`src/design/lcdseq_pkg.sv`:
```
// ----------------------------------------------------------------------------
// lcdseq_pkg
// shared types, codes and the initialisation table of the lcd sequencer
// ----------------------------------------------------------------------------
`default_nettype none

package lcdseq_pkg;

   typedef enum logic [2:0] {
      OP_TICK  = 3'd0,
      OP_INIT  = 3'd1,
      OP_ADDR  = 3'd2,
      OP_CHAR  = 3'd3,
      OP_CLEAR = 3'd4
   } op_type;

   localparam logic [1:0] CSR_INIT_DELAY  = 2'd0;
   localparam logic [1:0] CSR_WRITE_DELAY = 2'd1;
   localparam logic [1:0] CSR_CLEAR_DELAY = 2'd2;

   localparam logic [15:0] INIT_DELAY_RESET  = 16'd5000;
   localparam logic [15:0] WRITE_DELAY_RESET = 16'd1000;
   localparam logic [15:0] CLEAR_DELAY_RESET = 16'd1520;

   localparam logic [11:0] PIN_EN     = 12'h800;
   localparam logic [11:0] CLEAR_WORD = 12'h801;
   localparam logic [3:0]  ADDR_CTRL  = 4'h9;
   localparam logic [3:0]  CHAR_CTRL  = 4'hB;

   // classified item as it travels from front to back
   typedef struct packed {
      op_type      op;
      logic [11:0] word;
   } entry_type;

   typedef struct packed {
      logic [15:0] init_delay;
      logic [15:0] write_delay;
      logic [15:0] clear_delay;
   } delays_type;

   function automatic logic [11:0] init_word(input logic [3:0] idx);
      logic [11:0] w;
      case (idx)
         4'd0:    w = 12'h838;
         4'd1:    w = 12'h038;
         4'd2:    w = 12'h838;
         4'd3:    w = 12'h038;
         4'd4:    w = 12'h838;
         4'd5:    w = 12'h038;
         4'd6:    w = 12'h838;
         4'd7:    w = 12'h038;
         4'd8:    w = 12'h801;
         4'd9:    w = 12'h001;
         4'd10:   w = 12'h80C;
         4'd11:   w = 12'h00C;
         4'd12:   w = 12'h906;
         4'd13:   w = 12'h106;
         default: w = 12'h000;
      endcase
      return w;
   endfunction

endpackage

`default_nettype wire

```
`src/design/char_lcd_command_sequencer.sv`:
```
// ----------------------------------------------------------------------------
// char_lcd_command_sequencer
// command sequencer for an 8-bit character lcd pin word
// ----------------------------------------------------------------------------
// usage
// - req channel carries one command per transfer: tick, init, set address,
//   write character or clear; row, col and char_code go with it
// - rsp channel carries one pin word per transfer, flagged op_done on the
//   last write of a command and rejected when a command hit a busy block
// - ticks while idle and opcodes five to seven give no rsp transfer
// - csr port sets init, write and clear delays in ticks, write any time idle
// - throughput: one req transfer per cycle while the rsp side is not stalled
// - a req transfer passes through the front queue and then the sequencer
//   result register before the earliest rsp transfer
// - a stalled rsp fills the two-entry queue, after which req_ready drops;
//   the front and back stall independently of each other
// - reset clears the queue, the sequencer state and the result valid flag and
//   loads the delays with 5000, 1000 and 1520 ticks
// ----------------------------------------------------------------------------
`default_nettype none

module char_lcd_command_sequencer #(
   parameter int INIT_WORDS = 14
) (
   input  wire logic        clock,
   input  wire logic        reset,
   // command channel
   input  wire logic        req_valid,
   output logic             req_ready,
   input  wire logic [2:0]  req_opcode,
   input  wire logic        req_row,
   input  wire logic [5:0]  req_col,
   input  wire logic [7:0]  req_char_code,
   // result channel
   output logic             rsp_valid,
   input  wire logic        rsp_ready,
   output logic [11:0]      rsp_lcd_pins,
   output logic             rsp_op_done,
   output logic             rsp_rejected,
   // register writes
   input  wire logic        csr_wr_en,
   input  wire logic [1:0]  csr_index,
   input  wire logic [15:0] csr_wdata
);

   lcdseq_pkg::delays_type delays_ff, delays_in;
   lcdseq_pkg::entry_type  push_entry;
   lcdseq_pkg::entry_type  head;
   logic                   push;
   logic                   pop;
   logic                   q_full;
   logic                   q_not_empty;
   logic [1:0]             q_count;

   // delay registers, an index beyond the list is ignored
   always_comb begin
      delays_in = delays_ff;
      if (csr_wr_en) begin
         case (csr_index)
            lcdseq_pkg::CSR_INIT_DELAY:  delays_in.init_delay  = csr_wdata;
            lcdseq_pkg::CSR_WRITE_DELAY: delays_in.write_delay = csr_wdata;
            lcdseq_pkg::CSR_CLEAR_DELAY: delays_in.clear_delay = csr_wdata;
            default:                     delays_in = delays_ff;
         endcase
      end
   end

   always_ff @(posedge clock) begin
      if (reset) begin
         delays_ff.init_delay  <= lcdseq_pkg::INIT_DELAY_RESET;
         delays_ff.write_delay <= lcdseq_pkg::WRITE_DELAY_RESET;
         delays_ff.clear_delay <= lcdseq_pkg::CLEAR_DELAY_RESET;
      end else begin
         delays_ff <= delays_in;
      end
   end

   // front: classify and build the en-high word
   lcdseq_front u_front (
      .req_valid     (req_valid),
      .req_ready     (req_ready),
      .req_opcode    (req_opcode),
      .req_row       (req_row),
      .req_col       (req_col),
      .req_char_code (req_char_code),
      .q_full        (q_full),
      .q_push        (push),
      .q_entry       (push_entry)
   );

   // decoupling queue
   lcdseq_queue u_queue (
      .clock      (clock),
      .reset      (reset),
      .push       (push),
      .push_entry (push_entry),
      .pop        (pop),
      .full       (q_full),
      .not_empty  (q_not_empty),
      .head       (head),
      .count      (q_count)
   );

   // back: sequencing and result register
   lcdseq_back #(
      .INIT_WORDS (INIT_WORDS)
   ) u_back (
      .clock        (clock),
      .reset        (reset),
      .delays       (delays_ff),
      .q_not_empty  (q_not_empty),
      .q_head       (head),
      .q_pop        (pop),
      .rsp_valid    (rsp_valid),
      .rsp_ready    (rsp_ready),
      .rsp_lcd_pins (rsp_lcd_pins),
      .rsp_op_done  (rsp_op_done),
      .rsp_rejected (rsp_rejected)
   );

   // a dropped command never also ends one
   assert property (@(posedge clock) disable iff (reset)
      rsp_valid |-> !(rsp_op_done && rsp_rejected))
      else $error("result both done and rejected");

   // a rejection carries an all-zero pin word
   assert property (@(posedge clock) disable iff (reset)
      (rsp_valid && rsp_rejected) |-> (rsp_lcd_pins == 12'h000))
      else $error("rejection with non-zero pins");

   // queue occupancy stays within its depth
   assert property (@(posedge clock) disable iff (reset)
      q_count != 2'd3)
      else $error("queue count overflow");

   // no push into a full queue
   assert property (@(posedge clock) disable iff (reset)
      q_full |-> !push)
      else $error("push into full queue");

endmodule

`default_nettype wire

```
`src/design/lcdseq_front.sv`:
```
// ----------------------------------------------------------------------------
// lcdseq_front
// accepts commands, drops unknown opcodes and builds the en-high pin word
// ----------------------------------------------------------------------------
`default_nettype none

module lcdseq_front (
   input  wire logic                  req_valid,
   output logic                       req_ready,
   input  wire logic [2:0]            req_opcode,
   input  wire logic                  req_row,
   input  wire logic [5:0]            req_col,
   input  wire logic [7:0]            req_char_code,
   input  wire logic                  q_full,
   output logic                       q_push,
   output lcdseq_pkg::entry_type      q_entry
);

   logic [6:0] addr;
   logic       known;

   assign addr = {req_row, 6'b0} + {1'b0, req_col};

   always_comb begin
      known        = 1'b1;
      q_entry.op   = lcdseq_pkg::OP_TICK;
      q_entry.word = '0;
      case (req_opcode)
         lcdseq_pkg::OP_TICK: begin
            q_entry.op = lcdseq_pkg::OP_TICK;
         end
         lcdseq_pkg::OP_INIT: begin
            q_entry.op = lcdseq_pkg::OP_INIT;
         end
         lcdseq_pkg::OP_ADDR: begin
            q_entry.op   = lcdseq_pkg::OP_ADDR;
            q_entry.word = {lcdseq_pkg::ADDR_CTRL, 1'b1, addr};
         end
         lcdseq_pkg::OP_CHAR: begin
            q_entry.op   = lcdseq_pkg::OP_CHAR;
            q_entry.word = {lcdseq_pkg::CHAR_CTRL, req_char_code};
         end
         lcdseq_pkg::OP_CLEAR: begin
            q_entry.op   = lcdseq_pkg::OP_CLEAR;
            q_entry.word = lcdseq_pkg::CLEAR_WORD;
         end
         default: begin
            known = 1'b0;
         end
      endcase
   end

   assign req_ready = !q_full;
   // opcodes five to seven never reach the back end
   assign q_push    = req_valid && req_ready && known;

endmodule

`default_nettype wire

```
`src/design/lcdseq_queue.sv`:
```
// ----------------------------------------------------------------------------
// lcdseq_queue
// two-entry queue between front and back
// ----------------------------------------------------------------------------
`default_nettype none

module lcdseq_queue (
   input  wire logic                  clock,
   input  wire logic                  reset,
   input  wire logic                  push,
   input  wire lcdseq_pkg::entry_type push_entry,
   input  wire logic                  pop,
   output logic                       full,
   output logic                       not_empty,
   output lcdseq_pkg::entry_type      head,
   output logic [1:0]                 count
);

   lcdseq_pkg::entry_type entry_ff [2];
   logic       wr_ptr_ff, wr_ptr_in;
   logic       rd_ptr_ff, rd_ptr_in;
   logic [1:0] count_ff, count_in;

   assign full      = (count_ff == 2'd2);
   assign not_empty = (count_ff != 2'd0);
   assign head      = entry_ff[rd_ptr_ff];
   assign count     = count_ff;

   always_comb begin
      wr_ptr_in = push ? !wr_ptr_ff : wr_ptr_ff;
      rd_ptr_in = pop  ? !rd_ptr_ff : rd_ptr_ff;
      count_in  = count_ff + {1'b0, push} - {1'b0, pop};
   end

   always_ff @(posedge clock) begin
      if (reset) begin
         wr_ptr_ff <= 1'b0;
         rd_ptr_ff <= 1'b0;
         count_ff  <= 2'd0;
      end else begin
         wr_ptr_ff <= wr_ptr_in;
         rd_ptr_ff <= rd_ptr_in;
         count_ff  <= count_in;
      end
   end

   always_ff @(posedge clock) begin
      if (push) begin
         entry_ff[wr_ptr_ff] <= push_entry;
      end
   end

endmodule

`default_nettype wire

```
`src/design/lcdseq_back.sv`:
```
// ----------------------------------------------------------------------------
// lcdseq_back
// command sequencer: tick counting, pin word edges and the result register
// ----------------------------------------------------------------------------
`default_nettype none

module lcdseq_back #(
   parameter int INIT_WORDS = 14
) (
   input  wire logic                  clock,
   input  wire logic                  reset,
   input  wire lcdseq_pkg::delays_type delays,
   input  wire logic                  q_not_empty,
   input  wire lcdseq_pkg::entry_type q_head,
   output logic                       q_pop,
   output logic                       rsp_valid,
   input  wire logic                  rsp_ready,
   output logic [11:0]                rsp_lcd_pins,
   output logic                       rsp_op_done,
   output logic                       rsp_rejected
);

   typedef enum logic [1:0] {
      ST_IDLE,
      ST_INIT,
      ST_WRITE,
      ST_CLEAR
   } state_type;

   localparam logic [4:0] WORDS = 5'(INIT_WORDS);

   state_type   state_ff, state_in;
   logic        phase_ff, phase_in;
   logic [3:0]  index_ff, index_in;
   logic [15:0] count_ff, count_in;
   logic [11:0] held_ff, held_in;
   logic        rsp_valid_ff, rsp_valid_in;
   logic [11:0] pins_ff, pins_in;
   logic        done_ff, done_in;
   logic        rej_ff, rej_in;

   logic [15:0] delay_raw;
   logic [16:0] delay_eff;
   logic [16:0] next_count;
   logic [11:0] table_word;
   logic        last_word;
   logic        emit;

   assign q_pop = q_not_empty && (!rsp_valid_ff || rsp_ready);

   always_comb begin
      case (state_ff)
         ST_INIT:  delay_raw = delays.init_delay;
         ST_CLEAR: delay_raw = delays.clear_delay;
         default:  delay_raw = delays.write_delay;
      endcase
   end

   // zero delay behaves like one
   assign delay_eff  = (delay_raw == 16'd0) ? 17'd1 : {1'b0, delay_raw};
   assign next_count = {1'b0, count_ff} + 17'd1;
   assign table_word = lcdseq_pkg::init_word(index_ff);
   assign last_word  = ({1'b0, index_ff} + 5'd1) >= WORDS;

   always_comb begin
      state_in = state_ff;
      phase_in = phase_ff;
      index_in = index_ff;
      count_in = count_ff;
      held_in  = held_ff;
      emit     = 1'b0;
      pins_in  = pins_ff;
      done_in  = done_ff;
      rej_in   = rej_ff;

      if (q_pop) begin
         if (q_head.op == lcdseq_pkg::OP_TICK) begin
            if (state_ff != ST_IDLE) begin
               if (next_count < delay_eff) begin
                  count_in = next_count[15:0];
               end else begin
                  count_in = '0;
                  emit     = 1'b1;
                  rej_in   = 1'b0;
                  if (state_ff == ST_INIT) begin
                     held_in = table_word;
                     pins_in = table_word;
                     done_in = last_word;
                     if (last_word) begin
                        state_in = ST_IDLE;
                        index_in = '0;
                     end else begin
                        index_in = index_ff + 4'd1;
                     end
                  end else if (!phase_ff) begin
                     phase_in = 1'b1;
                     pins_in  = held_ff;
                     done_in  = 1'b0;
                  end else begin
                     phase_in = 1'b0;
                     state_in = ST_IDLE;
                     pins_in  = held_ff & ~lcdseq_pkg::PIN_EN;
                     done_in  = 1'b1;
                  end
               end
            end
         end else if (state_ff != ST_IDLE) begin
            // busy: drop and report
            emit    = 1'b1;
            pins_in = '0;
            done_in = 1'b0;
            rej_in  = 1'b1;
         end else begin
            count_in = '0;
            phase_in = 1'b0;
            if (q_head.op == lcdseq_pkg::OP_INIT) begin
               held_in = lcdseq_pkg::init_word(4'd0);
               emit    = 1'b1;
               pins_in = lcdseq_pkg::init_word(4'd0);
               rej_in  = 1'b0;
               if (WORDS <= 5'd1) begin
                  index_in = '0;
                  done_in  = 1'b1;
               end else begin
                  state_in = ST_INIT;
                  index_in = 4'd1;
                  done_in  = 1'b0;
               end
            end else begin
               held_in  = q_head.word;
               state_in = (q_head.op == lcdseq_pkg::OP_CLEAR) ? ST_CLEAR : ST_WRITE;
            end
         end
      end

      if (q_pop) begin
         rsp_valid_in = emit;
      end else if (rsp_ready) begin
         rsp_valid_in = 1'b0;
      end else begin
         rsp_valid_in = rsp_valid_ff;
      end
   end

   always_ff @(posedge clock) begin
      if (reset) begin
         state_ff     <= ST_IDLE;
         phase_ff     <= 1'b0;
         index_ff     <= '0;
         count_ff     <= '0;
         rsp_valid_ff <= 1'b0;
      end else begin
         state_ff     <= state_in;
         phase_ff     <= phase_in;
         index_ff     <= index_in;
         count_ff     <= count_in;
         rsp_valid_ff <= rsp_valid_in;
      end
      held_ff <= held_in;
      pins_ff <= pins_in;
      done_ff <= done_in;
      rej_ff  <= rej_in;
   end

   assign rsp_valid    = rsp_valid_ff;
   assign rsp_lcd_pins = pins_ff;
   assign rsp_op_done  = done_ff;
   assign rsp_rejected = rej_ff;

endmodule

`default_nettype wire
```
`config.mk`:
```
export PLATFORM = sky130hd
export DESIGN_NAME = char_lcd_command_sequencer
export DESIGN_NICKNAME = d
export VERILOG_FILES = /design/src/design/lcdseq_pkg.sv /design/src/design/char_lcd_command_sequencer.sv /design/src/design/lcdseq_front.sv /design/src/design/lcdseq_queue.sv /design/src/design/lcdseq_back.sv
export SDC_FILE = /design/constraint.sdc
export NUM_CORES = 1
export LEC_CHECK = 0
export BUFFER_PORTS_ARGS = -buffer_cell sky130_fd_sc_hd__buf_2
export CORE_ASPECT_RATIO = 1.4
export CORE_MARGIN = 1
export CORE_UTILIZATION = 45
export DETAILED_ROUTE_END_ITERATION = 8
export PLACE_DENSITY_LB_ADDON = 0.08
export SETUP_SLACK_MARGIN = 0.3
export SYNTH_ARGS = -nofsm -noshare
export SYNTH_HDL_FRONTEND = slang
export SYNTH_HIERARCHICAL = 1
export SYNTH_SLANG_ARGS = --single-unit
```
`constraint.sdc`:
```
create_clock -name clock -period 11 [get_ports clock]
set_input_delay 2.2 -clock clock [delete_from_list [all_inputs] [get_ports clock]]
set_output_delay 2.2 -clock clock [all_outputs]
set_load 0.01 [all_outputs]
```
# --- Yosys cells after proc, flatten, opt, wreduce, memory -nomap -nowiden ---
# Memories as Yosys holds them, arrays and structs flattened. A register that Yosys moved wholly into a read port is not among the register bits.
# Cells that the tools add are included.
classes:
  reduce_logical: 26
  n_lt_le_gt_ge: 2
  eq_ne: 18
  addsub: 6
  mux: 68
ops:
  columns: ["cell", "count"]
  rows:
  - ["$mux W12", 13]
  - ["$mux W16", 5]
  - ["$mux W4", 9]
  - ["$pmux W12 S3", 1]
  - ["$pmux W16 S2", 1]
  - ["$mux W1", 30]
  - ["$add A16 B1 Y17 const B", 1]
  - ["$lt A17 B17 Y1", 1]
  - ["$logic_not A16 Y1", 1]
  - ["$mux W2", 8]
  - ["$pmux W3 S4", 1]
  - ["$reduce_and A6 Y1", 2]
  - ["$reduce_and A5 Y1", 2]
  - ["$ne A2 B2 Y1 const B", 4]
  - ["$reduce_bool A2 Y1", 4]
  - ["$add A7 B6 Y7", 1]
  - ["$eq A2 B2 Y1 const B", 3]
  - ["$eq A3 B1 Y1 const B", 2]
  - ["$eq A3 B2 Y1 const B", 2]
  - ["$eq A3 B3 Y1 const B", 2]
  - ["$logic_not A3 Y1", 2]
  - ["$ne A3 B2 Y1 const B", 2]
  - ["$reduce_and A2 Y1", 3]
  - ["$add A4 B1 Y5 const B", 1]
  - ["13 further kinds", 19]
word_totals:
  rom_bits: 128
  register_bits: 102
  ram_bits: 30
  inputBits: 41
  out_inout_bits: 16
  memories: 2
memory_table:
  columns: ["memory", "words", "width", "rd", "rd_clocked_by_memory_dff", "wr", "line", "rtl"]
  rows:
  - ["(no name shown)", 16, 8, 1, 1, 0, "lcdseq_pkg.sv:44", "case (idx)"]
  - ["u_queue.entry_ff", 2, 15, 1, 1, 1, "lcdseq_queue.sv:19", "lcdseq_pkg::entry_type entry_ff [2];"]

# --- Longest topological paths before layout ---
depth:
  word_depth: 10
  depth_mapped: 16
  ltp_nobuf: 16

# --- Hierarchy ---
# Netlist, hierarchy kept.
modules_own_cells:
  columns: ["module", "area_per_inst_um2", "cells_per_inst", "instances", "seq_area_each_um2"]
  rows:
  - ["lcdseq_back", 3579.7, 388, 1, 1381.3]
  - ["char_lcd_command_sequencer", 1949.4, 187, 1, 960.9]
  - ["lcdseq_queue", 1357.6, 68, 1, 1001.0]
  - ["lcdseq_front", 196.4, 32, 1, 0.0]

# --- Worst setup path after synthesis ---
# No wires, ideal clock.
synth_path:
  path_kind: "reg2reg"
  startpoint: "register u_back.count_ff[0]"
  endpoint: "register u_back.pins_ff[0] (netlist: u_back/rsp_lcd_pins[0]), enable pin"
  t_arrival_ns: 4.071
  setup_slack_ns: 6.526
  path_buffers: 0
  synth_period_minus_slack_ns: 4.474
  t_required_ns: 10.597
  path_stages_with_launch: 14
  setup_time_ns: 0.403
  path_cell_list: "dfxtp_1 > ha_1 > nand3_1 > nor3_1 > nand3_1 > xnor2_1 > ha_1 > nand3_1 > nor4_1 > nor3b_1 > a211oi_4 > nand2_1 > a22oi_1 > nor3_1"
synth_between:
  elab_chain_len: 4
synth_lines:
  columns: ["item", "line", "rtl"]
  rows:
  - ["start, declared", "lcdseq_back.sv:35", "logic [15:0] count_ff, count_in;"]
  - ["start signal, assigned", "lcdseq_back.sv:156", "count_ff <= count_in;"]
  - ["$add A16 B1 Y17", "lcdseq_back.sv:61", "assign next_count = {1'b0, count_ff} + 17'd1;"]
  - ["$lt A17 B17 Y1", "lcdseq_back.sv:79", "if (next_count < delay_eff) begin"]
  - ["$ne A2 B2 Y1 (no line)", null, null]
  - ["$reduce_and A4 Y1 (no line)", null, null]
  - ["end signal, assigned", "lcdseq_back.sv:160", "pins_ff <= pins_in;"]
  - ["end, declared", "lcdseq_back.sv:38", "logic [11:0] pins_ff, pins_in;"]
# Every way passes these cells.
# A chain may end at the register's enable or synchronous reset.

# --- Worst setup path after layout ---
layout_path:
  startpoint: "register u_back.count_ff[0]"
  endpoint: "register u_back.pins_ff[4] (netlist: u_back/rsp_lcd_pins[4]), enable pin"
# The elaborated chain is that of the path after synthesis.

==> flow_summary_export.csv <==
group,metric,value,unit
status,outcome,"finished, final reports clean",
place,place_area,7410,um^2
yosys,syn-num-nets,739,
cts,root_buffer,"clkbuf_16",
cts,holdBufCountCts,0,
yosys,synth_mux_area_share,15.5,%
cts,htree_num_levels,4,
layout,final_cell_mix,"83 x dfxtp_1, 72 x mux2i_1, 56 x buf_2, 56 x edfxtp_1, 54 x nor2_1",
route,routed_wirelength,15.3,mm
route,wl_per_cell,16.6,um
power,powerDensity,204,nW/um^2
worst_setup_path,crit_fanout,16,
route,drtAntennaViolNets,0,
min_path,min_path_type,"register to register",
sta,finalCriticalPeriod,4.73,ns
layout,area_growth,13.2,%
layout,regArea,3340,um^2
die,dieHeight,150,um
die,rows,53,
cts,clkSlewWorstSetupHoldPaths,0.07,ns
place,place_congestion,0.811,
route,drtIter0Drc,152,
layout,finalInstanceArea,8020,um^2
yosys,synth_xor_area_share,1.93,%
cts,cts_tree,"built",
sta,rsz0062_at_grt,"no",
cts,numCtsBuffers,17,
sta,tightest_slew,1.00,ns
die,io_pins,57,
cts,post_cts_buffers,0,
layout,fin_cells,922,
layout,drive_gt1_share,19.3,%
sta,final.setup.tns,0,ns
worst_setup_path,critPathLaunchType,"register",
cts,clock_path_buffers,2,
yosys,async_flop_share,0,%
yosys,synth_edf_count,56,
layout,multi_input_area,3440,um^2
yosys,synth_area,7080,um^2
sta,max_freq,0.211,GHz
cts,insertion_delay,0.43,ns
global_route,grt.total_usage,20.0,%
route,drc,0,
yosys,yosysUniqueCellTypes,69,
worst_setup_path,critPathKind,"register to register",
yosys,synth_compound_area_share,8.18,%
sta,finClkSkew,0.0106,ns
yosys,synth_top_cells_by_area,"edfxtp_1 24%, dfxtp_1 23%, mux2i_1 10%",
global_route,grt_max_degree,98,
route,dr_total_vias,5041,
yosys,yosys.area.top_type,"edfxtp_1",
yosys,avgSynthCellArea,10.5,um^2
yosys,synth_fa_ha_area_share,4.06,%
worst_setup_path,required,11.05,ns
yosys,synth-simple-area-share,18.7,%
yosys,synthCells,675,
die,die_w,108,um
die,start_util,46.6,%
yosys,synth-seq-area-share,47.2,%
global_route,grt_antenna_before_repair,0,
global_route,grt_pass1_vias,4963,
die,core,15200,um^2
cts,cts_resized,0,
place,place_inst,890,
sta,setup_viol,0,
sta,maxSlewHeadroom,32.8,%
yosys,synth_top_area_share,23.7,%
sta,drv_slew,0,
layout,finalNetCount,781,
layout,final_common_cell,"dfxtp_1",
sta,holdWs,0.474,ns
route,via_per_inst,5.47,
yosys,synth_flop_cell,"dfxtp_1",
job,cap_violations,0,
layout,num_antenna_cells,0,
sta,finalHoldViolCount,0,
sta,finalCritPeriodShare,43.0,%
worst_setup_path,endpoint_kind,"register",
power,p_leak,3.29,nW
die,die_area,16300,um^2
yosys,synth-seq-cells,139,
worst_setup_path,crit_arrival,4.78,ns
layout,num-fill-cells,1391,
global_route,grt_pass1_wl,24.4,mm
yosys,synth_top_family_by_area,"simple AND/OR/NAND/NOR gates",
power,worst_ir_drop_vdd,0.124,mV
place,io_buffers,56,
global_route,grt-ovfl-total,0,
route,drtPass1Iterations,5,
yosys,yosysWarnings,6,
cts,clock-sinks,139,
place,dp_hpwl,10.9,mm
## layer usage
layer	vias to the layer above	wire (um)	share of wire [%]	global-route usage (%)
li1	2482	-	-	-
met1	2398	6110	40	20.7
met2	125	8050	53	37.0
met3	36	567	3.7	4.42
met4	0	531	3.5	10.9
met5	-	0	0	0
## Yosys cell counts (all sizes together), types with 2 or more instances
cell	instances
edfxtp	56
nor2	54
nor4	3
and2	8
nor3	6
a211oi	2
clkbuf	15
o31a	2
a22oi	2
nor3b	4
mux2i	72
or2	10
xor2	3
o21ai	17
a22o	2
mux2	30
nor2b	5
a31oi	5
a21o	6
nand3	10
o22a	3
xnor2	10
a21oi	35
and3b	2
a32oi	2
nand3b	5
or3b	2
buf	23
dfxtp	83
and3	11
inv	20
nand2	53
or3	3
ha	23
nand2b	53
nand4	20
## registers in the layout, summed over array words and instances, names as in the netlist, named ones only
name and flops:
u_queue/wr_ptr_ff 1, u_back/phase_ff 1, u_back/rsp_valid 1, u_back/index_ff 4
u_back/state_ff 2, u_back/count_ff 16, u_queue/rd_ptr_ff 1, u_queue/entry_ff 30
delays_ff 48, u_back/rsp_rejected 1, u_back/rsp_op_done 1, u_back/held_ff 12
u_queue/count 2, u_back/table_word 6, u_back/rsp_lcd_pins 12
## cells by family after synthesis
family          Yosys count
compound gates           87
xor+xnor                 14
flops                   139
simple gates            251
buf+inv                  58
other cells               1
fa+ha+maj                23
mux                     102
## worst max-delay path, cell delays in order, from the launching register on
cell and delay, ns:
dfxtp_1 0.39, ha_1 0.25, nand3_1 0.16, nor3_1 0.48
nand3_1 0.18, xnor2_1 0.17, ha_1 0.31, nand3_1 0.13
nor4_1 0.36, nor3b_1 0.59, a211oi_4 0.27, nand2_1 0.17
a22oi_1 0.10, nor3_2 0.79
## where the power goes
group | switching [W] | internal, W | total [W]
clock | 0.000254 | 0.000325 | 0.000579
sequential | 0.0000403 | 0.000623 | 0.000663
combinational | 0.000230 | 0.000162 | 0.000392
## through the flow
step | power [W] | setup slack, ns | utilization, %
3_3_place_gp | 0.00106 | 6.39 | 48.8
5_1_grt | 0.00172 | 5.84 | 52.8
3_5_place_dp | 0.00107 | 6.25 | 48.8
4_1_cts | 0.00165 | 6.22 | 52.8
2_1_floorplan | 0.000981 | 6.53 | -
6_report | 0.00163 | 6.27 | 52.8
## final cells by class
type / instances / share of cell area, %
Multi-Input combinational cell: 478 / 42.9
Sequential cell: 139 / 41.7
Clock buffer: 17 / 5.31
Timing Repair Buffer: 61 / 3.96
Tap cell: 192 / 3.00
Clock inverter: 15 / 2.20
Inverter: 20 / 0.936
## worst paths after layout
| path | slack (ns) | startpoint | to | depth (start not counted) |
|---|---|---|---|---|
| setup reg to reg | 6.27 | u_back/count_ff[0]$_SDFFE_PP0P_ | u_back/rsp_lcd_pins[4]$_DFFE_PP_ | 13 |
| hold reg to reg | 0.47 | delays_ff[27]$_SDFFE_PP0P_ | delays_ff[27]$_SDFFE_PP0P_ | 2 |
| hold / removal | 0.47 | delays_ff[27]$_SDFFE_PP0P_ | delays_ff[27]$_SDFFE_PP0P_ | 2 |
| setup / recovery | 6.27 | u_back/count_ff[0]$_SDFFE_PP0P_ | u_back/rsp_lcd_pins[4]$_DFFE_PP_ | 13 |
No activity file was read; power rests on OpenSTA's default activity.
